===== config.mk =====
export PLATFORM = sky130hd
export DESIGN_NAME = fpam_fifo
export DESIGN_NICKNAME = d
export VERILOG_FILES = /design/src/design/fpam_pkg.sv /design/src/design/fpam_fifo.sv
export SDC_FILE = /design/constraint.sdc
export NUM_CORES = 1
export LEC_CHECK = 0
export BUFFER_PORTS_ARGS = -buffer_cell sky130_fd_sc_hd__buf_2
export CORE_MARGIN = 5
export CORE_UTILIZATION = 61
export CTS_CLUSTER_DIAMETER = 60
export CTS_CLUSTER_SIZE = 25
export DETAILED_ROUTE_END_ITERATION = 16
export GPL_TIMING_DRIVEN = 0
export PLACE_DENSITY = 0.95
export REMOVE_ABC_BUFFERS = 1
export SLEW_MARGIN = 15
export SYNTH_ARGS = -nofsm -noshare
export SYNTH_HDL_FRONTEND = slang
export SYNTH_SLANG_ARGS = --single-unit

===== constraint.sdc =====
create_clock -name clk -period 3.8 [get_ports clk]
set_clock_uncertainty 0.1 [all_clocks]
set_input_delay 0.76 -clock clk [delete_from_list [all_inputs] [get_ports clk]]
set_output_delay 0.76 -clock clk [all_outputs]
set_load 0.01 [all_outputs]

===== src/design/fpam_pkg.sv =====
// Shared types, register codes and the slot-word encoder for the PCM slot encoder.
// No dependencies; every other design file of the block but the checker imports this package.
package fpam_pkg;

	localparam int MAX_SLOTS  = 32;
	localparam int SLOT_W     = 5;
	localparam int POS_W      = 6;
	localparam int FIFO_DEPTH = 4;
	localparam int FIFO_AW    = 2;

	localparam logic [1:0] REG_MODE  = 2'd0;
	localparam logic [1:0] REG_SLOTS = 2'd1;
	localparam logic [1:0] REG_CHANS = 2'd2;

	localparam logic [1:0] MODE_AM824 = 2'd0;
	localparam logic [1:0] MODE_RAW   = 2'd1;
	localparam logic [1:0] MODE_SWAP  = 2'd2;

	localparam logic [23:0] FULL_SCALE = 24'h7FFFFF;
	localparam logic [31:0] AM824_LABEL = 32'h40000000;

	typedef enum logic [1:0] {
		CLS_ZERO,
		CLS_FULL,
		CLS_NORM
	} cls_t;

	typedef struct packed {
		logic [1:0]       mode;
		logic [POS_W-1:0] slots;
		logic [POS_W-1:0] chans;
	} cfg_t;

	typedef struct packed {
		logic [31:0]       sample;
		logic              emit;
		logic [SLOT_W-1:0] pos;
		logic              pad_on;
		logic [POS_W-1:0]  pad_lo;
		logic [POS_W-1:0]  pad_hi;
	} entry_t;

	typedef struct packed {
		logic [SLOT_W-1:0] idx;
		logic              last;
	} meta_t;

	function automatic logic [31:0] encode_word(input logic [1:0] mode, input logic [23:0] q);
		logic [31:0] v;
		begin
			v = {{8{q[23]}}, q};
			case (mode)
				MODE_RAW:   encode_word = v;
				MODE_SWAP:  encode_word = {v[7:0], v[15:8], v[23:16], v[31:24]};
				default:    encode_word = AM824_LABEL | {8'h00, q};
			endcase
		end
	endfunction

endpackage


===== src/design/fpam_fifo.sv =====
// Short queue of classified entries between the front and back ends.
// Uses fpam_pkg for the entry type and depth.
module fpam_fifo (
	input  logic             clk,
	input  logic             arst_n,
	input  logic             push,
	input  fpam_pkg::entry_t wr_entry,
	input  logic             pop,
	output fpam_pkg::entry_t rd_entry,
	output logic             full,
	output logic             empty
);
	import fpam_pkg::*;

	entry_t             mem_q [FIFO_DEPTH];
	logic [FIFO_AW-1:0] wr_ptr_q;
	logic [FIFO_AW-1:0] rd_ptr_q;
	logic [FIFO_AW:0]   count_q;

	assign full     = count_q == (FIFO_AW+1)'(FIFO_DEPTH);
	assign empty    = count_q == '0;
	assign rd_entry = mem_q[rd_ptr_q];

	always_ff @(posedge clk) begin
		if (push) begin
			mem_q[wr_ptr_q] <= wr_entry;
		end
	end

	always_ff @(posedge clk or negedge arst_n) begin
		if (!arst_n) begin
			wr_ptr_q <= '0;
			rd_ptr_q <= '0;
			count_q  <= '0;
		end else begin
			if (push) wr_ptr_q <= wr_ptr_q + FIFO_AW'(1);
			if (pop)  rd_ptr_q <= rd_ptr_q + FIFO_AW'(1);
			case ({push, pop})
				2'b10:   count_q <= count_q + (FIFO_AW+1)'(1);
				2'b01:   count_q <= count_q - (FIFO_AW+1)'(1);
				default: count_q <= count_q;
			endcase
		end
	end

endmodule


==> reports/qor_table.md <==
| Quantity | Value |
| --- | --- |
| Initial antenna violation count | 1 |
| Warning count from the yosys run | 0 |
| Cell taking the most area after synthesis | sky130_fd_sc_hd__edfxtp_1 |
| Sequential share of the synthesized area | 80.6% |
| Clock-pin transition on the worst setup and hold timing paths | 0.09 ns |
| Drt via density | 5.66 |
| Detailed Routing Iterations Pass 1 | 4 |
| Initial Util | 62.0% |
| Post-synthesis instance area | 0.00782 mm^2 |
| Slew @ Worst Pin | 0.753 ns |
| Most frequent cells in the layout | sky130_fd_sc_hd__edfxtp_1, sky130_fd_sc_hd__buf_2, sky130_fd_sc_hd__mux4_2 |
| Slowest cell delay on critical path | 0.86 ns |
| Worst hold path class | primary input to asynchronous set/reset pin |
| Post-CTS sizing | 0 |
| Largest family of logic cells by synthesized area | multiplexers |
| PwrDens | 727 mW/mm^2 |
| Clock latency on the worst-skew pair | 0.45 ns |
| Fraction of layout instances using a drive strength above 1 | 43.6% |
| Peak supply drop | 0.000571 V |
| Share of the synthesized netlist area taken by xor and xnor gates | 0.672% |
| Aggregate negative setup slack | 0 ns |
| Part of the cycle the worst path needs | 84.3% |
| Routability Congestion | 0.779 |
| Iter 0 DRT Violations | 265 |
| Share of the synthesized area in the top cell type | 78.3% |
| Average routed wire per standard cell | 21.7 um |
| Clk Tree Root Cell | sky130_fd_sc_hd__clkbuf_16 |
| PnR worst setup slack | 0.598 ns |
| Via count of the first global-routing pass | 3,623 |
| Placed Area | 0.00856 mm^2 |
| HPWL Detailed | 8.36 mm |
| Die height | 123 um |
| Static leakage power | 0.00308 uW |
| Die X-Extent | 123 um |
| Fin. max-slew vios | 0 |
| Fmax achieved | 0.312 GHz |
| Worst slack, placed | 1.02 ns |
| Number of fill cells | 772 |
| Setup crit start kind | flop |
| Clk sink count | 211 |
| Area Growth Syn to Fin | 14.4% |
| Count of standard-cell rows | 41 |
| Global router's overall resource usage | 17.9% |
| Worst EP arrival | 2.34 ns |
| Total die area | 0.0152 mm^2 |
| Number of hold violations in the final report | 0 |
| Routed WL | 12.9 mm |
| Post-CTS Setup Inserts | 0 |
| Final net count | 480 |
| Core area | 0.0126 mm^2 |
| Setup repair after global routing missed its margin | false |
| Type of the worst setup path | flop to primary output |
| I/O pin count | 108 |
| H-Tree Depth | 1 |
| Global route total overflow | 0 |
| Ant diodes | 0 |
| Synth cell types | 19 |
| Max_slew headroom | 49.8% |
| Vias after detailed routing | 3,371 |
| Critical path capture point type | primary output |
| # port buffers | 107 |
| CTS tree | built |
| Simple-gate portion of the synthesized area | 0.656% |
| Setup-failing EPs final | 0 |
| Post-synthesis average cell area | 25.7 um^2 |
| Number of remaining DRC errors | 0 |
| Max clock buf depth | 3 |
| Max-cap viol count | 0 |
| Post-synthesis adder-cell area fraction | 1.06% |
| Required arrival time at the worst endpoint | 2.94 ns |
| Largest cells by area after synthesis | sky130_fd_sc_hd__edfxtp_1, sky130_fd_sc_hd__mux4_2, sky130_fd_sc_hd__dfrtp_1 |
| Most common cell after layout, fill and taps aside | sky130_fd_sc_hd__edfxtp_1 |
| Final critical-path required period | 3.20 ns |
| Largest net degree at the start of global routing | 53 |
| Cell count after synthesis | 304 |
| Number of buffers inserted during clock tree synthesis | 13 |
| Post-synthesis register bit count | 211 |
| Status | finished, final reports clean |
| Wire length of the first global-routing pass | 20.1 mm |
| Complex-gate fraction of the synthesized area | 0.128% |
| Worst path cell trace | buf_12, mux4_1, buf_2 |
| Remaining antenna violation count after routing | 0 |
| Mux cell area share after synthesis | 14.8% |
| Worst-path maximum fanout | 32 |
| Slowest stage cell on the critical path | sky130_fd_sc_hd__dfrtp_4 |
| Total of hold buffers inserted after clock tree synthesis | 0 |
| Final Cell Area | 0.00895 mm^2 |
==> cells by family (layout without fill, tap and decap cells) <==
kind of cell,after synthesis,count (layout)
flops,211,211
mux,51,51
buf+inv,18,138
simple gates,10,10
fa+ha+maj,6,6
xor+xnor,6,6
compound gates,2,2
==> metal layers <==
| layer | global-route usage, % | wire length, um | vias to the layer above |
|---|---|---|---|
| met1 | 23.3 | 4850 | 1718 |
| met5 | 0 | 18 | - |
| met3 | 3.66 | 863 | 13 |
| li1 | - | - | 1511 |
| met2 | 31.8 | 7000 | 127 |
| met4 | 3.39 | 185 | 2 |
==> sequential cells by signal, indices dropped and copies added (netlist names) <==
signal and flops:
mem_q 204, count_q 3, rd_ptr_q 2, wr_ptr_q 2
==> path summary, 6_finish.rpt <==
| check | from | to | slack [ns] | cells after the start |
|---|---|---|---|---|
| max reg2reg | wr_ptr_q[0] | mem_q[0][30] | 2.04 | 4 |
| max in group asynchronous | arst_n | rd_ptr_q[1] | 3.41 | 1 |
| min reg2reg | count_q[2] | count_q[2] | 0.40 | 1 |
| max | rd_ptr_q[0] | rd_entry[0] | 0.60 | 3 |
| min | arst_n | count_q[2] | 0.02 | 1 |
| min in group clk | count_q[2] | count_q[2] | 0.40 | 1 |
==> metrics by stage <==
stage / power, uW / util (%) / cells / hold WS [ns]
6_report: 6510 / 70.9 / 596 / 0.0171
5_1_grt: 6860 / 70.9 / 596 / 0.00851
4_1_cts: 6620 / 70.9 / 596 / 0.0109
3_5_place_dp: 5290 / 67.9 / 576 / 0.396
3_3_place_gp: 5220 / 66.8 / 571 / 0.372
2_1_floorplan: 4490 / - / 292 / 0.357
==> critical path: cells and delay by family, from the launching register on <==
| kind | cells | cell delay [ns] |
|---|---|---|
| multiplexers | 1 | 0.56 |
| flip-flops | 1 | 0.86 |
| buffers and inverters | 2 | 0.44 |
==> cell type report <==
cell class	count	area, um^2	area share [%]
inverter	6	22.5	0.252
tap	172	215	2.41
clock buffer	14	329	3.68
multi-input combinational	75	1370	15.3
sequential	211	6310	70.5
timing repair buffer	112	651	7.27
clock inverter	6	53.8	0.601
==> synthesized netlist by cell type <==
cell type,count
sky130_fd_sc_hd__and2_1,4
sky130_fd_sc_hd__and3_1,1
sky130_fd_sc_hd__buf_12,5
sky130_fd_sc_hd__buf_2,5
sky130_fd_sc_hd__buf_6,1
sky130_fd_sc_hd__clkbuf_1,1
sky130_fd_sc_hd__dfrtp_1,7
sky130_fd_sc_hd__edfxtp_1,204
sky130_fd_sc_hd__fa_1,1
sky130_fd_sc_hd__ha_1,5
sky130_fd_sc_hd__inv_1,6
sky130_fd_sc_hd__mux4_1,3
sky130_fd_sc_hd__mux4_2,48
sky130_fd_sc_hd__nand2_1,3
sky130_fd_sc_hd__nor2_1,1
sky130_fd_sc_hd__nor3_1,1
sky130_fd_sc_hd__o21ai_0,2
sky130_fd_sc_hd__xnor2_1,2
sky130_fd_sc_hd__xor2_1,4
==> power by group <==
part	switching, uW	total [uW]	internal, uW
sequential	323	3370	3040
clock	692	1340	646
combinational	855	1800	948
total	1870	6510	4640
Note: power is estimated with default switching activity, not from simulation.
