File: src/design/fpam_pkg.sv
// Shared types, register codes and the slot-word encoder for the PCM slot encoder.
// No dependencies; every other design file of the block but the checker imports this package.
package fpam_pkg;

	localparam int MAX_SLOTS  = 32;
	localparam int SLOT_W     = 5;
	localparam int POS_W      = 6;
	localparam int FIFO_DEPTH = 4;
	localparam int FIFO_AW    = 2;

	localparam logic [1:0] REG_MODE  = 2'd0;
	localparam logic [1:0] REG_SLOTS = 2'd1;
	localparam logic [1:0] REG_CHANS = 2'd2;

	localparam logic [1:0] MODE_AM824 = 2'd0;
	localparam logic [1:0] MODE_RAW   = 2'd1;
	localparam logic [1:0] MODE_SWAP  = 2'd2;

	localparam logic [23:0] FULL_SCALE = 24'h7FFFFF;
	localparam logic [31:0] AM824_LABEL = 32'h40000000;

	typedef enum logic [1:0] {
		CLS_ZERO,
		CLS_FULL,
		CLS_NORM
	} cls_t;

	typedef struct packed {
		logic [1:0]       mode;
		logic [POS_W-1:0] slots;
		logic [POS_W-1:0] chans;
	} cfg_t;

	typedef struct packed {
		logic [31:0]       sample;
		logic              emit;
		logic [SLOT_W-1:0] pos;
		logic              pad_on;
		logic [POS_W-1:0]  pad_lo;
		logic [POS_W-1:0]  pad_hi;
	} entry_t;

	typedef struct packed {
		logic [SLOT_W-1:0] idx;
		logic              last;
	} meta_t;

	function automatic logic [31:0] encode_word(input logic [1:0] mode, input logic [23:0] q);
		logic [31:0] v;
		begin
			v = {{8{q[23]}}, q};
			case (mode)
				MODE_RAW:   encode_word = v;
				MODE_SWAP:  encode_word = {v[7:0], v[15:8], v[23:16], v[31:24]};
				default:    encode_word = AM824_LABEL | {8'h00, q};
			endcase
		end
	endfunction

endpackage

File: src/design/fpam_front.sv
// Front end: accepts samples, tracks the channel position in the frame and classifies
// each sample into a queue entry (slot to fill, padding run). Uses fpam_pkg.
module fpam_front (
	input  logic           clk,
	input  logic           arst_n,
	input  fpam_pkg::cfg_t cfg,
	input  logic           in_valid,
	input  logic           in_ready,
	input  logic [31:0]    in_bits,
	output fpam_pkg::entry_t entry
);
	import fpam_pkg::*;

	logic [POS_W-1:0] pos_q;
	logic [POS_W-1:0] slots;
	logic [POS_W-1:0] chans;
	logic             last;

	always_comb begin
		slots = (cfg.slots > POS_W'(MAX_SLOTS)) ? POS_W'(MAX_SLOTS) : cfg.slots;
		chans = (cfg.chans == '0) ? POS_W'(1) : cfg.chans;
		last  = ({1'b0, pos_q} + 7'd1) >= {1'b0, chans};
		entry.sample = in_bits;
		entry.emit   = pos_q < slots;
		entry.pos    = pos_q[SLOT_W-1:0];
		entry.pad_on = last && (chans < slots);
		entry.pad_lo = chans;
		entry.pad_hi = slots;
	end

	always_ff @(posedge clk or negedge arst_n) begin
		if (!arst_n) begin
			pos_q <= '0;
		end else if (in_valid && in_ready) begin
			pos_q <= last ? '0 : pos_q + POS_W'(1);
		end
	end

endmodule

File: config.mk
export PLATFORM = sky130hd
export DESIGN_NAME = fpam_front
export DESIGN_NICKNAME = d
export VERILOG_FILES = /design/src/design/fpam_pkg.sv /design/src/design/fpam_front.sv
export SDC_FILE = /design/constraint.sdc
export NUM_CORES = 1
export LEC_CHECK = 0
export BUFFER_PORTS_ARGS = -buffer_cell sky130_fd_sc_hd__buf_2
export CAP_MARGIN = 20
export CELL_PAD_IN_SITES_DETAIL_PLACEMENT = 2
export CELL_PAD_IN_SITES_GLOBAL_PLACEMENT = 2
export CORE_AREA = 2 2 80 97
export DETAILED_ROUTE_END_ITERATION = 12
export DIE_AREA = 0 0 82 99
export PLACE_DENSITY = 0.83
export SLEW_MARGIN = 20
export SYNTH_ARGS = -nofsm -noshare
export SYNTH_HDL_FRONTEND = slang
export SYNTH_SLANG_ARGS = --single-unit
File: constraint.sdc
create_clock -name clk -period 2.5 [get_ports clk]
set_input_delay 0.5 -clock clk [delete_from_list [all_inputs] [get_ports clk]]
set_output_delay 0.5 -clock clk [all_outputs]
set_load 0.01 [all_outputs]
==> results of run 1 <==
==> cell families after synthesis <==
kind of cell             Yosys count  synth area share
buffers and inverters             57             0.324
AO/OA/AOI/OAI                     25             0.183
AND/OR/NAND/NOR                   25             0.129
adder cells (fa/ha/maj)           17             0.190
flip-flops                         6             0.135
XOR/XNOR                           5            0.0393
==> layout make-up <==
cell class | count | area (um2)
tap | 90 | 113
fill | 857 | 5770
clock buffer | 3 | 41.3
multi-input combinational | 72 | 681
timing repair buffer | 55 | 340
sequential | 6 | 150
inverter | 14 | 53.8
==> worst min-delay path by stage <==
stage	startpoint	to	slack [ns]	cells after the start
2_1_floorplan	arst_n	pos_q[0]$_DFFE_PN0P_	0.20	0
3_5_place_dp	arst_n	pos_q[4]$_DFFE_PN0P_	0.33	1
3_3_place_gp	arst_n	pos_q[1]$_DFFE_PN0P_	0.32	1
4_1_cts	arst_n	pos_q[4]$_DFFE_PN0P_	0.09	1
6_report	arst_n	pos_q[2]$_DFFE_PN0P_	0.09	1
5_1_grt	arst_n	pos_q[4]$_DFFE_PN0P_	0.09	1
==> critical path, stage by stage <==
cell      delay [ns]
buf_6           0.09
or4_4           0.54
o21bai_4        0.19
ha_4            0.22
nand2b_4        0.14
a31oi_4         0.16
o21ai_2         0.08
o211a_1         0.21
buf_2           0.14
==> where the power goes <==
| group | internal (mW) | leakage [nW] | switching (mW) |
|---|---|---|---|
| clock network | 0.104 | 0.0216 | 0.0473 |
| logic | 0.433 | 0.647 | 0.453 |
| registers | 0.136 | 0.0750 | 0.0312 |
==> layer usage <==
metal / share of wire / vias to the layer above / global-route usage
met4: 0.018 / 0 / 0.0423
met3: 0.055 / 7 / 0.0137
met2: 0.55 / 26 / 0.161
met1: 0.38 / 460 / 0.0979
met5: 0 / - / 0
li1: - / 453 / -
==> synthesized netlist by cell type (all sizes together), types with 2 or more instances <==
cell,count,area (um2)
clkbuf,5,18.8
buf,37,278
and3,4,27.5
a21o,4,31.3
nand3,4,20.0
o21bai,2,15.0
ha,16,200
o2111ai,2,17.5
nand2,10,37.5
nand2b,2,20.0
o21ai,3,15.0
inv,13,48.8
o211ai,3,27.5
dfrtp,6,150
o31ai,4,30.0
a31oi,3,25.0
xnor2,4,35.0
==> what timing repair did <==
item,in CTS,in global routing
resized for setup,3,6
endpoints found under the setup margin,1,5
buffers inserted,2,0
pin swaps,6,4
==> per-stage QoR <==
step | worst slack [ns] | power, mW | cell area, um2
floorplan | -0.108 | 0.698 | 1140
global placement | -0.289 | 0.922 | 1260
detailed placement | -0.325 | 0.972 | 1260
CTS | -0.288 | 1.16 | 1350
global route | -0.331 | 1.31 | 1380
finish | -0.273 | 1.20 | 1380
==> flow_summary.yaml, run 1 <==
run_status:
  status: "complete, but fails checks"
  violations: "setup timing"
power:
  p_per_area_nw_per_um2: 873
  ir_worst_vdd_uv: 171
  power_leakage_nw: 0.743
logic_synthesis:
  syn_avg_cell_area_um2: 8.25
  synth_edf_count: 0
  synth-main-ff-cell: "dfrtp_1"
  synth_area_um2: 1110
  yosysSeqAreaShare: 0.135
  ys_warn_count: 0
  synth_nets: 201
  ys_ff_latch: 6
  async_flop_share: 1.00
  synthDistinctLibCells: 36
  synthCells: 135
critical_path:
  r2r_end: "pos_q[5]$_DFFE_PN0P_"
  timing.rr.start: "pos_q[0]$_DFFE_PN0P_"
  cp.arrival_ns: 2.27
  ff2ff_setup_slack_ns: 0.23
  startpoint: "cfg[2]"
  crit_required_ns: 2.00
  critPathCaptureType: "output port"
  critPathLaunchType: "input pin"
  worstSetupPathType: "in -> out"
  r2r_cells: 9
  timing.critical_path.to: "entry[12]"
  path_max_fanout: 2
cells_and_area:
  nets: 218
  reg_top3: "pos_q (6)"
  largest_register: "pos_q"
  drive_above_1_share: 0.513
  final_util: 0.193
  syn2layout_area_growth_pct: 23.8
  final_cells: 240
  largest_reg_flops: 6
  layout_common_cells: "buf_2 (32), buf_4 (21), ha_1 (14)"
  final_common_cell: "buf_2"
  n_antenna_cell: 0
clock_tree:
  clk-insertion-delay-late_ns: 0.23
  cts_buffers: 3
  hold_buffers: 0
  cts.clk_slew.worst_paths_ns: 0.04
  clock-sinks: 6
  cts-root-buf: "clkbuf_8"
  tritoncts: "done"
  h-tree-depth: 1
  clock_path_buffers: 2
sta:
  hold_viol_final: 0
  drv_slew: 0
  setup_slack_ns: -0.273
  tns_ns: -0.273
  slew_headroom: 0.819
  setup_viol_count_final: 1
  whs_ns: 0.0873
  tightest_slew_ns: 0.270
  rsz0062_at_grt: "true"
  finalCritPeriodShare: 1.11
  fmax_mhz: 361
  period_minus_slack_ns: 2.77
  finClkSkew_ns: 0.00156
route:
  vias_per_cell: 3.94
  drc: 0
  drt_iter0_drc: 33
  antenna_left: 0
  avgRoutedWirePerCell_um: 14.5
  firstDrtPassIters: 3
  wl_mm: 3.48
  routed-via-count: 946
global_routing:
  grt_pass1_wl_mm: 5.55
  antenna_found_initial: 0
  grtUsageTotal: 0.0889
  grt_max_degree: 9
  overflow: 0
  grt_pass1_vias: 1074
floorplanning:
  start_util: 0.156
  die_x_um: 82
  die_area_um2: 8120
  row_count: 34
  die_h_um: 99
  core_area_um2: 7150
  ios: 101
placement:
  portBuffers: 34
  place_inst: 235
  place_congestion: 0.765
  dp_hpwl_mm: 2.88
hold_path:
  min-delay-path-class: "in -> async"
job:
  cap_violations: 0
Power figures use the tool's default switching activity.
==> run 2, diff against run 1 <==
- TNS_END_PERCENT: unset -> 10
==> flow_summary.yaml, run 2 (same netlist as run 1, synthesis figures left out) <==
route:
  firstDrtPassIters: 4
  vias_per_cell: 3.94
  drc: 0
  routed-via-count: 946
  avgRoutedWirePerCell_um: 14.3
  antenna_left: 0
  wl_mm: 3.44
  drt_iter0_drc: 32
cells_and_area:
  layout_common_cells: "buf_2 (32), buf_4 (21), ha_1 (14)"
  syn2layout_area_growth_pct: 23.3
  n_antenna_cell: 0
  final_cells: 240
  nets: 218
  final_cell_area_um2: 1370
  largest_reg_flops: 6
  largest_register: "pos_q"
  fillers: 855
  final_common_cell: "buf_2"
  reg_top3: "pos_q (6)"
  drive_above_1_share: 0.507
critical_path:
  critPathBufInv: 2
  ff2ff_setup_slack_ns: 0.18
  timing.rr.start: "pos_q[0]$_DFFE_PN0P_"
  timing.critical_path.to: "entry[12]"
  cp.arrival_ns: 2.27
  worst-path-stages: 9
  startpoint: "cfg[2]"
  r2r_end: "pos_q[5]$_DFFE_PN0P_"
  slowest_stage: "or4_4"
  r2r_cells: 9
  critPathCaptureType: "output port"
  crit_required_ns: 2.00
  critPathLaunchType: "input pin"
  worstSetupPathType: "in -> out"
  path_max_fanout: 2
  max_stage_delay_ns: 0.54
  path_cells: "buf_6 -> or4_4 -> o21bai_4 -> ha_4 -> nand2b_4 -> a31oi_4 -> o21ai_2 -> o211a_1 -> buf_2"
  cp_top_family: "simple AND/OR/NAND/NOR gates"
placement:
  portBuffers: 34
  place_area_um2: 1260
  place_inst: 235
  place_congestion: 0.765
  dp_hpwl_mm: 2.88
sta:
  setup_slack_ns: -0.273
  setup_viol_count_final: 1
  finClkSkew_ns: 0.00172
  fmax_mhz: 361
  hold_viol_final: 0
  slew_headroom: 0.741
  tightest_slew_ns: 0.388
  rsz0062_at_grt: "true"
  finalCritPeriodShare: 1.11
  drv_slew: 0
  period_minus_slack_ns: 2.77
  tns_ns: -0.273
clock_tree:
  cts_buffers: 3
  cts-root-buf: "clkbuf_8"
  tritoncts: "done"
  clock_path_buffers: 2
  clock-sinks: 6
  clk-insertion-delay-late_ns: 0.23
  h-tree-depth: 1
  cts.clk_slew.worst_paths_ns: 0.04
global_routing:
  overflow: 0
  antenna_found_initial: 0
  grtUsageTotal: 0.0889
  grt_max_degree: 9
  grt_pass1_vias: 1074
  grt_pass1_wl_mm: 5.55
power:
  ir_worst_vdd_uv: 170
  swShare: 0.436
  power_mw: 1.19
  clockPowerShare: 0.127
  power_frac_seq: 0.140
  p_per_area_nw_per_um2: 866
  switchingPower_mw: 0.519
  power_leakage_nw: 0.742
  pwr-share-comb: 0.733
  internal_power_mw: 0.670
floorplanning:
  core_area_um2: 7150
  die_area_um2: 8120
  start_util: 0.156
  die_x_um: 82
  row_count: 34
  die_h_um: 99
  ios: 101
hold_path:
  min-delay-path-class: "in -> async"
run_status:
  violations: "setup timing"
  status: "complete, but fails checks"
job:
  cap_violations: 0
## run 2: cell counts in the layout (fill, tap and decap cells not counted)
Identical to the previous run, type by type.
## run 2: how the worst min path moves through the flow
stage                      start  slack, ns  cells after the start                   end
after global routing      arst_n       0.09                      1  pos_q[4]$_DFFE_PN0P_
after global placement    arst_n       0.32                      1  pos_q[1]$_DFFE_PN0P_
after detailed placement  arst_n       0.33                      1  pos_q[4]$_DFFE_PN0P_
final                     arst_n       0.09                      1  pos_q[2]$_DFFE_PN0P_
after floorplan           arst_n       0.20                      0  pos_q[0]$_DFFE_PN0P_
after CTS                 arst_n       0.09                      1  pos_q[4]$_DFFE_PN0P_
## run 2: area by class of cell
class,instances,area [um2],area share
Multi-Input combinational cell,72,674,0.491
Timing Repair Buffer,55,340,0.248
Sequential cell,6,150,0.109
Clock buffer,3,41.3,0.0301
Tap cell,90,113,0.0820
Inverter,14,53.8,0.0392
## run 2: what timing repair did
action | CTS | global route
hold buffers | 0 | 0
pin swaps | 6 | 3
endpoints found under the setup margin | 1 | 5
resized for setup | 3 | 5
buffers inserted | 2 | 0
## run 2: layer usage
layer / vias to the layer above / GRT usage / wire length (um)
li1: 454 / - / -
met1: 459 / 0.0979 / 1300
met2: 26 / 0.161 / 1890
met3: 7 / 0.0137 / 190
met4: 0 / 0.0423 / 62
met5: - / 0 / 0
## run 2: power by group through the flow
stage | sequential (mW) | clock (mW) | combinational (mW)
finish | 0.167 | 0.151 | 0.871
global route | 0.172 | 0.161 | 0.971
CTS | 0.160 | 0.152 | 0.847
detailed placement | 0.160 | 0 | 0.812
global placement | 0.156 | 0 | 0.766
floorplan | 0.187 | 0 | 0.511
## run 2: stage by stage
step | setup slack, ns | util | hold slack (ns)
2_1_floorplan | -0.108 | - | 0.204
6_report | -0.273 | 0.192 | 0.0871
3_3_place_gp | -0.289 | 0.177 | 0.325
5_1_grt | -0.331 | 0.192 | 0.0943
3_5_place_dp | -0.325 | 0.177 | 0.330
4_1_cts | -0.288 | 0.188 | 0.0889
==> run 3, diff against run 2 <==
- ABC_AREA: unset -> 1
- CORE_AREA: 2 2 80 97 -> 2 2 83 100
- DIE_AREA: 0 0 82 99 -> 0 0 85 102
- PLACE_DENSITY: 0.83 -> 0.84
- RECOVER_POWER: unset -> 100
==> flow_summary.yaml, run 3 <==
cells_and_area:
  reg_top3: "pos_q (6)"
  final_util: 0.180
  final_common_cell: "buf_2"
  fillers: 904
  layout_common_cells: "buf_2 (30), nand2_1 (28), inv_1 (24)"
  largest_register: "pos_q"
  nets: 253
  syn2layout_area_growth_pct: 22.2
  drive_above_1_share: 0.400
  largest_reg_flops: 6
  n_antenna_cell: 0
  final_cells: 277
logic_synthesis:
  synthDistinctLibCells: 24
  yosysSeqAreaShare: 0.133
  ys_ff_latch: 6
  synth_area_um2: 1130
  synth-main-ff-cell: "dfrtp_1"
  synth_nets: 236
  ys_warn_count: 0
  yosysMostFrequentCell: "buf_4"
  yosys.area.top_type: "buf_4"
  synth_area_leaders: "buf_4 (25%), ha_1 (18%), dfrtp_1 (13%)"
  synth_edf_count: 0
  synth.top_cell.area_share: 0.247
  async_flop_share: 1.00
  synth_common_cells: "buf_4 (37), nand2_1 (31), inv_1 (26), ha_1 (16), nor2_1 (11)"
  synthCells: 170
  syn_avg_cell_area_um2: 6.62
clock_tree:
  clk-insertion-delay-late_ns: 0.23
  clock-sinks: 6
  h-tree-depth: 1
  tritoncts: "done"
  cts-root-buf: "clkbuf_8"
  cts_buffers: 3
  clock_path_buffers: 2
  cts.clk_slew.worst_paths_ns: 0.04
placement:
  portBuffers: 34
  place_congestion: 0.725
  place_inst: 264
  dp_slack_ns: 0.0346
  dp_hpwl_mm: 2.75
floorplanning:
  die_h_um: 102
  start_util: 0.147
  die_area_um2: 8670
  die_x_um: 85
  ios: 101
  core_area_um2: 7660
  row_count: 35
power:
  power_leakage_nw: 0.749
  ir_worst_vdd_uv: 161
  p_per_area_nw_per_um2: 717
global_routing:
  overflow: 0
  grt_pass1_vias: 1184
  grt_max_degree: 10
  antenna_found_initial: 0
  grtUsageTotal: 0.0839
  grt_pass1_wl_mm: 5.71
route:
  avgRoutedWirePerCell_um: 13.1
  wl_mm: 3.63
  vias_per_cell: 3.95
  routed-via-count: 1095
  firstDrtPassIters: 2
  drc: 0
  drt_iter0_drc: 16
  antenna_left: 0
critical_path:
  cp.arrival_ns: 2.06
  ff2ff_setup_slack_ns: 0.41
  path_max_fanout: 4
  max_stage_delay_ns: 0.40
  crit_path_frequent_cell: "nand2_1"
  worstSetupPathType: "reg -> out"
  path_cells: "nand4_1 -> nor2_1 -> nand2_1 -> nand2_1 -> inv_2 -> ha_4 -> inv_4 -> o21bai_4 -> nor2_4 -> nand2_4 -> nand2_2 -> a21oi_2 -> buf_2"
  critPathLaunchType: "flop"
  crit_required_ns: 2.00
  slowest_stage: "dfrtp_1"
  critPathCaptureType: "output port"
sta:
  tightest_slew_ns: 0.356
  hold_viol_final: 0
  rsz0062_at_grt: "true"
  whs_ns: 0.153
  fmax_mhz: 391
  setup_viol_count_final: 1
  drv_slew: 0
  finClkSkew_ns: 0.00134
  slew_headroom: 0.762
  setup_slack_ns: -0.0578
  period_minus_slack_ns: 2.56
  finalCritPeriodShare: 1.02
run_status:
  status: "complete, but fails checks"
  violations: "setup timing"
hold_path:
  min-delay-path-class: "in -> async"
job:
  cap_violations: 0
==> run 3: cell count changes in the layout (fill, tap and decap cells not counted), moves of 4 or more <==
cell      change
nor2_1        +8
a21oi_1       +5
o31ai_1       -4
inv_1        +12
nand2_2       +4
nand2_1      +18
clkbuf_1      +4
==> run 3: cell families after synthesis <==
family	after synthesis	synth area share
AND/OR/NAND/NOR	55	0.213
AO/OA/AOI/OAI	20	0.104
flip-flops	6	0.133
XOR/XNOR	1	0.00778
adder cells (fa/ha/maj)	16	0.178
buffers and inverters	72	0.363
==> run 3: worst max-delay path: cells and delay by family, from the launching register on <==
kind / cells / cell delay [ns]
buffers and inverters: 3 / 0.24
flip-flops: 1 / 0.40
AO/OA/AOI/OAI: 2 / 0.25
adder cells (fa/ha/maj): 1 / 0.27
AND/OR/NAND/NOR: 7 / 0.65
==> run 3: path summary, 6_finish.rpt <==
path / from / endpoint / cells past startpoint
hold / removal: arst_n / pos_q[4]$_DFFE_PN0P_ / 1
hold reg to reg: pos_q[5]$_DFFE_PN0P_ / pos_q[5]$_DFFE_PN0P_ / 2
min in group clk: pos_q[5]$_DFFE_PN0P_ / pos_q[5]$_DFFE_PN0P_ / 2
setup / recovery: pos_q[0]$_DFFE_PN0P_ / entry[12] / 13
max in group asynchronous: arst_n / pos_q[3]$_DFFE_PN0P_ / 1
setup reg to reg: pos_q[0]$_DFFE_PN0P_ / pos_q[0]$_DFFE_PN0P_ / 13
==> run 3: timing repair <==
item,in CTS,in global routing
buffers inserted,6,4
gates resized for setup,11,6
endpoints found under the hold margin,0,0
setup endpoints to repair,1,1
pin swaps,14,8
hold buffers,0,0
==> run 3: final cells by class <==
cell class,count,area (um2),share of cell area
timing repair buffer,55,323,0.235
multi-input combinational,92,634,0.461
tap,92,115,0.0836
inverter,29,111,0.0809
clock buffer,3,41.3,0.0300
sequential,6,151,0.110
==> run 3: metal layers <==
metal  GRT usage  vias up  wire length, um
met1      0.0926      529             1400
met2       0.156       32             1970
met5           0        -                0
li1            -      525                -
met3     0.00808        9              163
met4      0.0476        0               96
==> run 3: where the power goes <==
part | internal, mW | switching [mW]
clock | 0.104 | 0.0443
sequential | 0.131 | 0.0412
combinational | 0.308 | 0.359
total | 0.543 | 0.445
==> run 3: stage by stage <==
step | power (mW) | area (um2) | TNS, ns
finish | 0.987 | 1380 | -0.0578
global route | 1.09 | 1380 | -0.180
CTS | 0.936 | 1310 | -0.0678
detailed placement | 0.713 | 1190 | 0
global placement | 0.685 | 1190 | 0
floorplan | 0.559 | 1130 | 0
